## src/rtl/intel_hex_record_parser_assert.svh

```systemverilog
// assertion macros used by the parser rtl
`ifndef INTEL_HEX_RECORD_PARSER_ASSERT_SVH
`define INTEL_HEX_RECORD_PARSER_ASSERT_SVH

// same-cycle implication, disabled while reset is low
`define IHEX_ASSERT_IMP(lbl, clk, rst_n, ante, cons) \
    lbl: assert property (@(posedge clk) disable iff (!(rst_n)) (ante) |-> (cons)) \
        else $error("ihex assertion failed");

// next-cycle implication, disabled while reset is low
`define IHEX_ASSERT_NXT(lbl, clk, rst_n, ante, cons) \
    lbl: assert property (@(posedge clk) disable iff (!(rst_n)) (ante) |=> (cons)) \
        else $error("ihex assertion failed");

`endif

```

## src/rtl/ihex_pkg.sv

```systemverilog
`timescale 1ns / 1ps
// ----------------------------------------------------------------------------
// ihex_pkg
// shared types and constants of the intel hex record parser
// ----------------------------------------------------------------------------
package ihex_pkg;

    localparam logic [7:0] CHAR_LF    = 8'h0A;
    localparam logic [7:0] CHAR_CR    = 8'h0D;
    localparam logic [7:0] CHAR_COLON = 8'h3A;

    localparam int          POS_W       = 10;
    localparam logic [9:0]  POS_MAX     = 10'd1023;
    localparam logic [9:0]  MIN_LINE    = 10'd11;
    localparam logic [7:0]  MAX_LEN_RST = 8'hFF;
    localparam int          QUEUE_DEPTH = 2;
    localparam int          TDATA_W     = 64;

    // record status codes
    localparam logic [2:0] ST_DATA     = 3'd0;
    localparam logic [2:0] ST_TERM     = 3'd1;
    localparam logic [2:0] ST_SKIP     = 3'd2;
    localparam logic [2:0] ST_SHORT    = 3'd3;
    localparam logic [2:0] ST_TOO_LONG = 3'd4;
    localparam logic [2:0] ST_CSUM     = 3'd5;
    localparam logic [2:0] ST_BAD_HEX  = 3'd6;

    // error flag bits
    localparam int ERR_LEN  = 0;
    localparam int ERR_ADDR = 1;
    localparam int ERR_TYPE = 2;
    localparam int ERR_DATA = 3;

    // classified character
    typedef struct packed {
        logic       is_cr;
        logic       is_lf;
        logic       is_colon;
        logic       hex_ok;
        logic [3:0] nibble;
    } item_t;

    typedef struct packed {
        logic        is_status;
        logic [15:0] line_number;
        logic [2:0]  record_status;
        logic [7:0]  record_length;
        logic [15:0] record_address;
        logic [7:0]  byte_index;
        logic [7:0]  data_byte;
    } result_t;

endpackage

```

## src/rtl/ihex_front.sv

```systemverilog
`timescale 1ns / 1ps
// ----------------------------------------------------------------------------
// ihex_front
// accepts text characters and classifies them into line control and hex digits
// ----------------------------------------------------------------------------
module ihex_front import ihex_pkg::*; (
    input  logic       s_tvalid,
    output logic       s_tready,
    input  logic [7:0] s_tdata,   // [7:0] char_in
    input  logic       q_full,
    output logic       q_push,
    output item_t      q_item
);

    logic [7:0] c;

    assign c        = s_tdata;
    assign s_tready = !q_full;
    assign q_push   = s_tvalid && !q_full;

    always_comb begin
        q_item          = '0;
        q_item.is_cr    = (c == CHAR_CR);
        q_item.is_lf    = (c == CHAR_LF);
        q_item.is_colon = (c == CHAR_COLON);
        if (c inside {[8'h30:8'h39]}) begin
            q_item.hex_ok = 1'b1;
            q_item.nibble = c[3:0];
        end else if (c inside {[8'h41:8'h46], [8'h61:8'h66]}) begin
            q_item.hex_ok = 1'b1;
            q_item.nibble = c[3:0] + 4'd9;
        end
    end

endmodule

```

## src/rtl/ihex_queue.sv

```systemverilog
`timescale 1ns / 1ps
// ----------------------------------------------------------------------------
// ihex_queue
// short register queue between the classifier and the record parser
// ----------------------------------------------------------------------------
module ihex_queue import ihex_pkg::*; #(
    parameter int DEPTH = QUEUE_DEPTH
) (
    input  logic  aclk,
    input  logic  aresetn,
    input  logic  push,
    input  item_t push_item,
    input  logic  pop,
    output item_t head_item,
    output logic  full,
    output logic  empty
);

    localparam int PTR_W = (DEPTH > 1) ? $clog2(DEPTH) : 1;
    localparam int CNT_W = $clog2(DEPTH + 1);

    item_t             mem [DEPTH];
    logic [PTR_W-1:0]  wr_ptr_reg, wr_ptr_next;
    logic [PTR_W-1:0]  rd_ptr_reg, rd_ptr_next;
    logic [CNT_W-1:0]  count_reg, count_next;

    assign full      = (count_reg == CNT_W'(DEPTH));
    assign empty     = (count_reg == '0);
    assign head_item = mem[rd_ptr_reg];

    always_comb begin
        wr_ptr_next = wr_ptr_reg;
        rd_ptr_next = rd_ptr_reg;
        count_next  = count_reg;
        if (push) begin
            wr_ptr_next = (wr_ptr_reg == PTR_W'(DEPTH - 1)) ? '0 : wr_ptr_reg + 1'b1;
        end
        if (pop) begin
            rd_ptr_next = (rd_ptr_reg == PTR_W'(DEPTH - 1)) ? '0 : rd_ptr_reg + 1'b1;
        end
        if (push && !pop) begin
            count_next = count_reg + 1'b1;
        end else if (pop && !push) begin
            count_next = count_reg - 1'b1;
        end
    end

    always_ff @(posedge aclk) begin
        if (!aresetn) begin
            wr_ptr_reg <= '0;
            rd_ptr_reg <= '0;
            count_reg  <= '0;
        end else begin
            wr_ptr_reg <= wr_ptr_next;
            rd_ptr_reg <= rd_ptr_next;
            count_reg  <= count_next;
        end
    end

    always_ff @(posedge aclk) begin
        if (push) begin
            mem[wr_ptr_reg] <= push_item;
        end
    end

endmodule

```

## src/rtl/ihex_back.sv

```systemverilog
`timescale 1ns / 1ps
// ----------------------------------------------------------------------------
// ihex_back
// record parser: line state, checksum, data byte and status results
// ----------------------------------------------------------------------------
module ihex_back import ihex_pkg::*; (
    input  logic        aclk,
    input  logic        aresetn,
    input  logic        cfg_we,
    input  logic [7:0]  cfg_wdata,
    input  logic        q_empty,
    input  item_t       q_item,
    output logic        q_pop,
    output logic        res_valid,
    input  logic        res_ready,
    output result_t     res
);

    logic [POS_W-1:0] pos_reg, pos_next;
    logic             colon_reg, colon_next;
    logic [3:0]       hold_reg, hold_next;
    logic [7:0]       len_reg, len_next;
    logic [15:0]      addr_reg, addr_next;
    logic [7:0]       type_reg, type_next;
    logic [7:0]       sum_reg, sum_next;
    logic [7:0]       csum_reg, csum_next;
    logic [3:0]       err_reg, err_next;
    logic [15:0]      line_reg, line_next;
    logic [7:0]       max_len_reg;
    logic             valid_reg, valid_next;
    result_t          res_reg, res_next;

    logic [POS_W-1:0] pm1;
    logic [8:0]       k;
    logic [8:0]       end_k;
    logic [3:0]       v;
    logic [3:0]       flag;
    logic [7:0]       b;
    logic [2:0]       line_code;
    logic [9:0]       need_pos;
    logic             type_ok;
    logic             emit;

    assign q_pop     = !q_empty && (!valid_reg || res_ready);
    assign res_valid = valid_reg;
    assign res       = res_reg;

    assign pm1      = pos_reg - 1'b1;
    assign k        = pm1[POS_W-1:1];
    assign end_k    = 9'd4 + {1'b0, len_reg};
    assign need_pos = MIN_LINE + {1'b0, len_reg, 1'b0};
    assign type_ok  = (type_reg == 8'd0) || (type_reg == 8'd1);
    assign v        = q_item.hex_ok ? q_item.nibble : 4'd0;
    assign b        = {hold_reg, v};

    always_comb begin
        if (k == 9'd0) begin
            flag = 4'b0001;
        end else if (k <= 9'd2) begin
            flag = 4'b0010;
        end else if (k == 9'd3) begin
            flag = 4'b0100;
        end else begin
            flag = 4'b1000;
        end
    end

    // end-of-line status in priority order
    always_comb begin
        if (!colon_reg) begin
            line_code = ST_SKIP;
        end else if (pos_reg < MIN_LINE) begin
            line_code = ST_SHORT;
        end else if (err_reg[ERR_LEN]) begin
            line_code = ST_BAD_HEX;
        end else if (len_reg > max_len_reg) begin
            line_code = ST_TOO_LONG;
        end else if (pos_reg < need_pos) begin
            line_code = ST_SHORT;
        end else if (err_reg[ERR_ADDR]) begin
            line_code = ST_BAD_HEX;
        end else if (err_reg[ERR_TYPE] || !type_ok) begin
            line_code = ST_SKIP;
        end else if (err_reg[ERR_DATA]) begin
            line_code = ST_BAD_HEX;
        end else if (sum_reg + csum_reg != 8'd0) begin
            line_code = ST_CSUM;
        end else begin
            line_code = type_reg[0] ? ST_TERM : ST_DATA;
        end
    end

    always_comb begin
        pos_next   = pos_reg;
        colon_next = colon_reg;
        hold_next  = hold_reg;
        len_next   = len_reg;
        addr_next  = addr_reg;
        type_next  = type_reg;
        sum_next   = sum_reg;
        csum_next  = csum_reg;
        err_next   = err_reg;
        line_next  = line_reg;
        emit       = 1'b0;
        res_next   = '0;
        res_next.record_address = addr_reg;
        res_next.record_length  = len_reg;
        res_next.line_number    = line_reg;

        if (q_pop && !q_item.is_cr) begin
            if (q_item.is_lf) begin
                emit                   = 1'b1;
                res_next.is_status     = 1'b1;
                res_next.record_status = line_code;
                if (line_reg != 16'hFFFF) begin
                    line_next = line_reg + 1'b1;
                end
                pos_next   = '0;
                colon_next = 1'b0;
                hold_next  = '0;
                len_next   = '0;
                addr_next  = '0;
                type_next  = '0;
                sum_next   = '0;
                csum_next  = '0;
                err_next   = '0;
            end else begin
                if (pos_reg != POS_MAX) begin
                    pos_next = pos_reg + 1'b1;
                end
                if (pos_reg == '0) begin
                    colon_next = q_item.is_colon;
                end else if (colon_reg && k <= end_k) begin
                    if (!q_item.hex_ok) begin
                        err_next = err_reg | flag;
                    end
                    if (!pm1[0]) begin
                        hold_next = v;
                    end else if (k == end_k) begin
                        csum_next = b;
                    end else begin
                        case (k)
                            9'd0:    len_next  = b;
                            9'd1:    addr_next = {b, addr_reg[7:0]};
                            9'd2:    addr_next = {addr_reg[15:8], b};
                            9'd3:    type_next = b;
                            default: ;
                        endcase
                        sum_next = sum_reg + b;
                        if (k >= 9'd4 && !err_reg[ERR_TYPE] && type_ok &&
                            len_reg <= max_len_reg) begin
                            emit                = 1'b1;
                            res_next.data_byte  = b;
                            res_next.byte_index = 8'(k - 9'd4);
                        end
                    end
                end
            end
        end

        if (emit) begin
            valid_next = 1'b1;
        end else if (res_ready) begin
            valid_next = 1'b0;
        end else begin
            valid_next = valid_reg;
        end
    end

    always_ff @(posedge aclk) begin
        if (!aresetn) begin
            pos_reg     <= '0;
            colon_reg   <= 1'b0;
            hold_reg    <= '0;
            len_reg     <= '0;
            addr_reg    <= '0;
            type_reg    <= '0;
            sum_reg     <= '0;
            csum_reg    <= '0;
            err_reg     <= '0;
            line_reg    <= 16'd1;
            max_len_reg <= MAX_LEN_RST;
            valid_reg   <= 1'b0;
        end else begin
            pos_reg   <= pos_next;
            colon_reg <= colon_next;
            hold_reg  <= hold_next;
            len_reg   <= len_next;
            addr_reg  <= addr_next;
            type_reg  <= type_next;
            sum_reg   <= sum_next;
            csum_reg  <= csum_next;
            err_reg   <= err_next;
            line_reg  <= line_next;
            valid_reg <= valid_next;
            if (cfg_we) begin
                max_len_reg <= cfg_wdata;
            end
        end
    end

    always_ff @(posedge aclk) begin
        if (emit) begin
            res_reg <= res_next;
        end
    end

endmodule

```

## src/rtl/intel_hex_record_parser.sv

```systemverilog
`timescale 1ns / 1ps
// path: an accepted character is stored in the queue, and the record parser then registers any result from it
// throughput: one character per cycle while the queue is not full; the record parser takes one queued item per cycle
// and stalls only while its output register holds a result that is not yet taken
// reset: synchronous, active low; clears line state and queue, line count to one,
// max_record_len to 255
// ----------------------------------------------------------------------------
// intel_hex_record_parser
// intel hex text parser emitting data bytes and per-line record status
// ----------------------------------------------------------------------------
`include "intel_hex_record_parser_assert.svh"

module intel_hex_record_parser import ihex_pkg::*; #(
    parameter int QUEUE_DEPTH_P = QUEUE_DEPTH
) (
    input  logic               aclk,
    input  logic               aresetn,
    input  logic               cfg_we,
    input  logic [7:0]         cfg_wdata,  // [7:0] max_record_len
    input  logic               s_tvalid,
    output logic               s_tready,
    input  logic [7:0]         s_tdata,    // [7:0] char_in
    output logic               m_tvalid,
    input  logic               m_tready,
    // [7:0] data_byte, [15:8] byte_index, [31:16] record_address,
    // [39:32] record_length, [42:40] record_status, [58:43] line_number, rest zero
    output logic [TDATA_W-1:0] m_tdata,
    output logic               m_tuser     // [0] is_status
);

    item_t   push_item;
    item_t   head_item;
    logic    q_push;
    logic    q_pop;
    logic    q_full;
    logic    q_empty;
    result_t res;

    ihex_front u_front (
        .s_tvalid (s_tvalid),
        .s_tready (s_tready),
        .s_tdata  (s_tdata),
        .q_full   (q_full),
        .q_push   (q_push),
        .q_item   (push_item)
    );

    ihex_queue #(
        .DEPTH (QUEUE_DEPTH_P)
    ) u_queue (
        .aclk      (aclk),
        .aresetn   (aresetn),
        .push      (q_push),
        .push_item (push_item),
        .pop       (q_pop),
        .head_item (head_item),
        .full      (q_full),
        .empty     (q_empty)
    );

    ihex_back u_back (
        .aclk      (aclk),
        .aresetn   (aresetn),
        .cfg_we    (cfg_we),
        .cfg_wdata (cfg_wdata),
        .q_empty   (q_empty),
        .q_item    (head_item),
        .q_pop     (q_pop),
        .res_valid (m_tvalid),
        .res_ready (m_tready),
        .res       (res)
    );

    assign m_tuser = res.is_status;
    assign m_tdata = {5'd0, res.line_number, res.record_status, res.record_length,
                      res.record_address, res.byte_index, res.data_byte};

    `IHEX_ASSERT_IMP(a_status_no_data, aclk, aresetn, m_tvalid && m_tuser, m_tdata[15:0] == 16'd0)
    `IHEX_ASSERT_IMP(a_data_code_zero, aclk, aresetn, m_tvalid && !m_tuser, m_tdata[42:40] == ST_DATA)
    `IHEX_ASSERT_IMP(a_index_in_len, aclk, aresetn, m_tvalid && !m_tuser, m_tdata[15:8] < m_tdata[39:32])
    `IHEX_ASSERT_NXT(a_pop_needs_item, aclk, aresetn, q_empty && !q_push, !q_pop)

endmodule

```

## config.mk

```make
export PLATFORM = sky130hd
export DESIGN_NAME = intel_hex_record_parser
export DESIGN_NICKNAME = d
export VERILOG_FILES = /design/src/rtl/ihex_pkg.sv /design/src/rtl/ihex_front.sv /design/src/rtl/ihex_queue.sv /design/src/rtl/ihex_back.sv /design/src/rtl/intel_hex_record_parser.sv
export VERILOG_INCLUDE_DIRS = /design/src /design/src/rtl
export SDC_FILE = /design/constraint.sdc
export NUM_CORES = 1
export LEC_CHECK = 0
export BUFFER_PORTS_ARGS = -buffer_cell sky130_fd_sc_hd__buf_2
export CAP_MARGIN = 20
export CORE_ASPECT_RATIO = 0.7
export CORE_UTILIZATION = 59
export DETAILED_ROUTE_END_ITERATION = 12
export GPL_TIMING_DRIVEN = 0
export PLACE_DENSITY = 0.87
export SETUP_SLACK_MARGIN = 0.5
export SYNTH_ARGS = -nofsm -noshare
export SYNTH_HDL_FRONTEND = slang
export SYNTH_SLANG_ARGS = --single-unit
```

## constraint.sdc

```tcl
create_clock -name aclk -period 5.7 [get_ports aclk]
set_input_delay 1.14 -clock aclk [delete_from_list [all_inputs] [get_ports aclk]]
set_output_delay 1.14 -clock aclk [all_outputs]
set_load 0.05 [all_outputs]
```

==> impl_results.md <==
- Outcome: complete, no violations
- Pre-CTS WS: 831 ps
- NetSw: 1.31 mW
- Reg-to-Reg Start: u_back.pos_reg[0]$_SDFFE_PN0P_
- Gr ovfl total: 0
- DRC viols: 0
- Worst r2r path cells: 13
- Antenna violations before repair: 0
- Cell with the most instances after synthesis: dfxtp_1
- Top post-synthesis cells by count: 97 x dfxtp_1, 85 x nor2_1, 76 x edfxtp_1
- Routed Wire Length: 20800 microns
- I/O Pins: 88
- Maximum vdd drop: 241 uV
- Post-synthesis simple-gate area fraction: 0.171
- Int Power: 2.27 mW
- Drt via density: 6.00
- Number of cells after detailed placement: 1106
- Worst slew margin: 0.382
- H-Tree Level Count: 4
- Crit path required time: 5830 ps
- Distinct cells, synth: 72
- Tot GR Track Use: 0.289
- Flop pwr share: 0.417
- Start point of the critical path: u_back.pos_reg[0]$_SDFFE_PN0P_
- Warnings from Yosys: 0
- Final Max Slew Viols: 0
- Post-Layout Cell Count: 1138
- Post-Synth Adder-Cell Area: 0.0815
- Total CTS buffers: 17
- Starting Density: 0.610
- Layout cells sized above 1: 0.158
- R2R Setup Slk: 810 ps
- Synth top area cells: edfxtp_1 27%, dfxtp_1 23%, ha_1 7.4%
- Syn_area_per_cell: 10.3 sq um
- Worst hold path cell count: 0
- Clk Tree Root Cell: clkbuf_16
- Routed Antenna Nets: 0
- Via count: 6828
- Die ar.: 15000 sq um
- GPL Wtd Cong: 0.938
- Main synth FF type: dfxtp_1
- TritonCTS clock tree: done
- Mux cell area share after synthesis: 0.0257
- Min Tclk post-route: 4890 ps
- Placed instance area: 9240 sq um
- Xor/xnor share of the synthesized area: 0.0571
- Max-Cap Viols: 0
- Final worst slack: 814 ps
- Final core occ: 0.699
- Area Overhead vs Synth: 14.6%
- DR iter-0 viols: 682
- Post-CTS Setup Bufs: 0
- Number of global-route vias before repair: 6469
- Crit path capture: u_back.res[6]$_SDFFCE_PP0P_
- CP Class: flip-flop to flip-flop
- Gate power share: 0.267
- PnR Total Power: 3.58 mW
- Worst min path class: flip-flop to flip-flop
- Startpoint types: flip-flop
- Post-synthesis sequential area ratio: 0.493
- Post-cts hold buffer count: 0
- Die W: 146 microns
- Max FFs per register: 60
- Largest family of logic cells by synthesized area: simple AND/OR/NAND/NOR gates
- Std-Cell Rows: 36
- ANT cells: 0
- Critical Path AT: 5020 ps
- Tcrit/Tclk final: 0.857
- Worst slew pin tran: 920 ps
- Synth Instances: 831
- FF+latch count, synth: 173
- Detailed-route wire length per cell: 18.2 microns
- Lkg Pwr: 3.91 nW
- Die height: 103 microns
- Cell taking the most area after synthesis: edfxtp_1
- First-pass GRT wire length: 33300 microns
- FFs w/ async S/R, synth: 0
- Area of the core: 14100 sq um
- Worst Setup End Kind: flip-flop
- Worst flop-to-flop path endpoint: u_back.res[6]$_SDFFCE_PP0P_
- Fmax: 0.205 GHz
- Gates resized, CTS repair: 0
- Clock latency on the worst-skew pair: 440 ps
- Switching share of power: 0.366
- Final instance area: 9820 sq um
- CP max FO: 36
- PwrDens: 364 nW/um^2
- Synthesized area: 8570 sq um
- First-pass detailed-route iteration total: 5
- Hpwl dp: 14800 microns
- Final net count: 1010
- Clock power frac: 0.315
- Top-area cell type share of the netlist area: 0.266
- Largest net degree at the start of global routing: 37
- Post-synth EDFFs: 76
- CTS clk-pin slew, worst paths: 70 ps
- CTS max path bufs: 2
- RSZ-0062 raised after global routing: false
- Compound-Gate Fraction of Synth Area: 0.131
- TritonCTS Sinks: 173
- Endpoints failing setup: 0
- Clock skew: 10.0 ps
- IO Port Bufs: 80
- Final hold violations: 0
==> layout make-up <==
class                           count  area, sq um
Fill cell                        1044         4230
Multi-Input combinational cell    581         4020
Clock buffer                       17          425
Sequential cell                   173         4220
Tap cell                          190          238
Timing Repair Buffer               81          420
Clock inverter                     15          148
Inverter                           41          154
Buffer                             40          193
==> placed cells by master (no fill, tap or decap), types with 23 or more instances in the layout <==
master,instances
dfxtp_1,97
buf_2,87
nor2_1,85
edfxtp_1,76
nand2_1,62
ha_1,51
inv_1,41
nand3_1,35
a21oi_1,32
xor2_1,29
o21ai_0,26
xnor2_1,25
clkbuf_1,23
==> cell families after synthesis <==
| logic type | count (synthesis) |
|---|---|
| buf+inv | 81 |
| flops | 173 |
| simple gates | 288 |
| mux | 21 |
| xor+xnor | 55 |
| compound gates | 158 |
| other cells | 1 |
| fa+ha+maj | 54 |
==> layer usage <==
metal | up-vias | wire (microns) | global-route usage
met4 | 0 | 390 | 0.107
met3 | 46 | 2000 | 0.0690
met2 | 328 | 9100 | 0.450
met1 | 3225 | 9270 | 0.398
met5 | - | 0 | 0
li1 | 3229 | - | -
==> worst min path at each step <==
stage | from | slack (ps) | endpoint
2_1_floorplan | u_back.addr_reg[8]$_SDFFE_PN0P_ | 410 | u_back.res[24]$_DFFE_PP_
3_3_place_gp | u_back.addr_reg[10]$_SDFFE_PN0P_ | 420 | u_back.res[26]$_DFFE_PP_
3_5_place_dp | u_back.addr_reg[9]$_SDFFE_PN0P_ | 420 | u_back.res[25]$_DFFE_PP_
4_1_cts | u_back.addr_reg[9]$_SDFFE_PN0P_ | 440 | u_back.res[25]$_DFFE_PP_
5_1_grt | u_back.addr_reg[0]$_SDFFE_PN0P_ | 450 | u_back.res[16]$_DFFE_PP_
6_report | u_back.addr_reg[9]$_SDFFE_PN0P_ | 430 | u_back.res[25]$_DFFE_PP_
==> critical path, stage by stage, from the launching register on <==
cell and delay, ps:
dfxtp_1 520, inv_1 210, ha_1 340, xnor2_1 670, inv_1 340, ha_1 390
nand2_1 60, o21ai_0 80, a221o_1 370, o21bai_1 190, nand3_1 210, a211o_1 480
nand2_4 390, buf_12 270
==> stage by stage <==
stage	setup TNS (ps)	hold WS, ps
floorplan	0	408
global placement	-8950	416
detailed placement	0	421
CTS	0	438
global route	0	449
finish	0	435
==> power by group through the flow <==
stage | sequential (mW) | combinational [mW] | clock, mW
after floorplan | 1.77 | 0.442 | 0
after global placement | 1.52 | 0.894 | 0
after detailed placement | 1.52 | 0.927 | 0
after CTS | 1.49 | 0.940 | 1.14
after global routing | 1.50 | 1.01 | 1.19
final | 1.49 | 0.957 | 1.13
(Power assumes the default switching activity.)
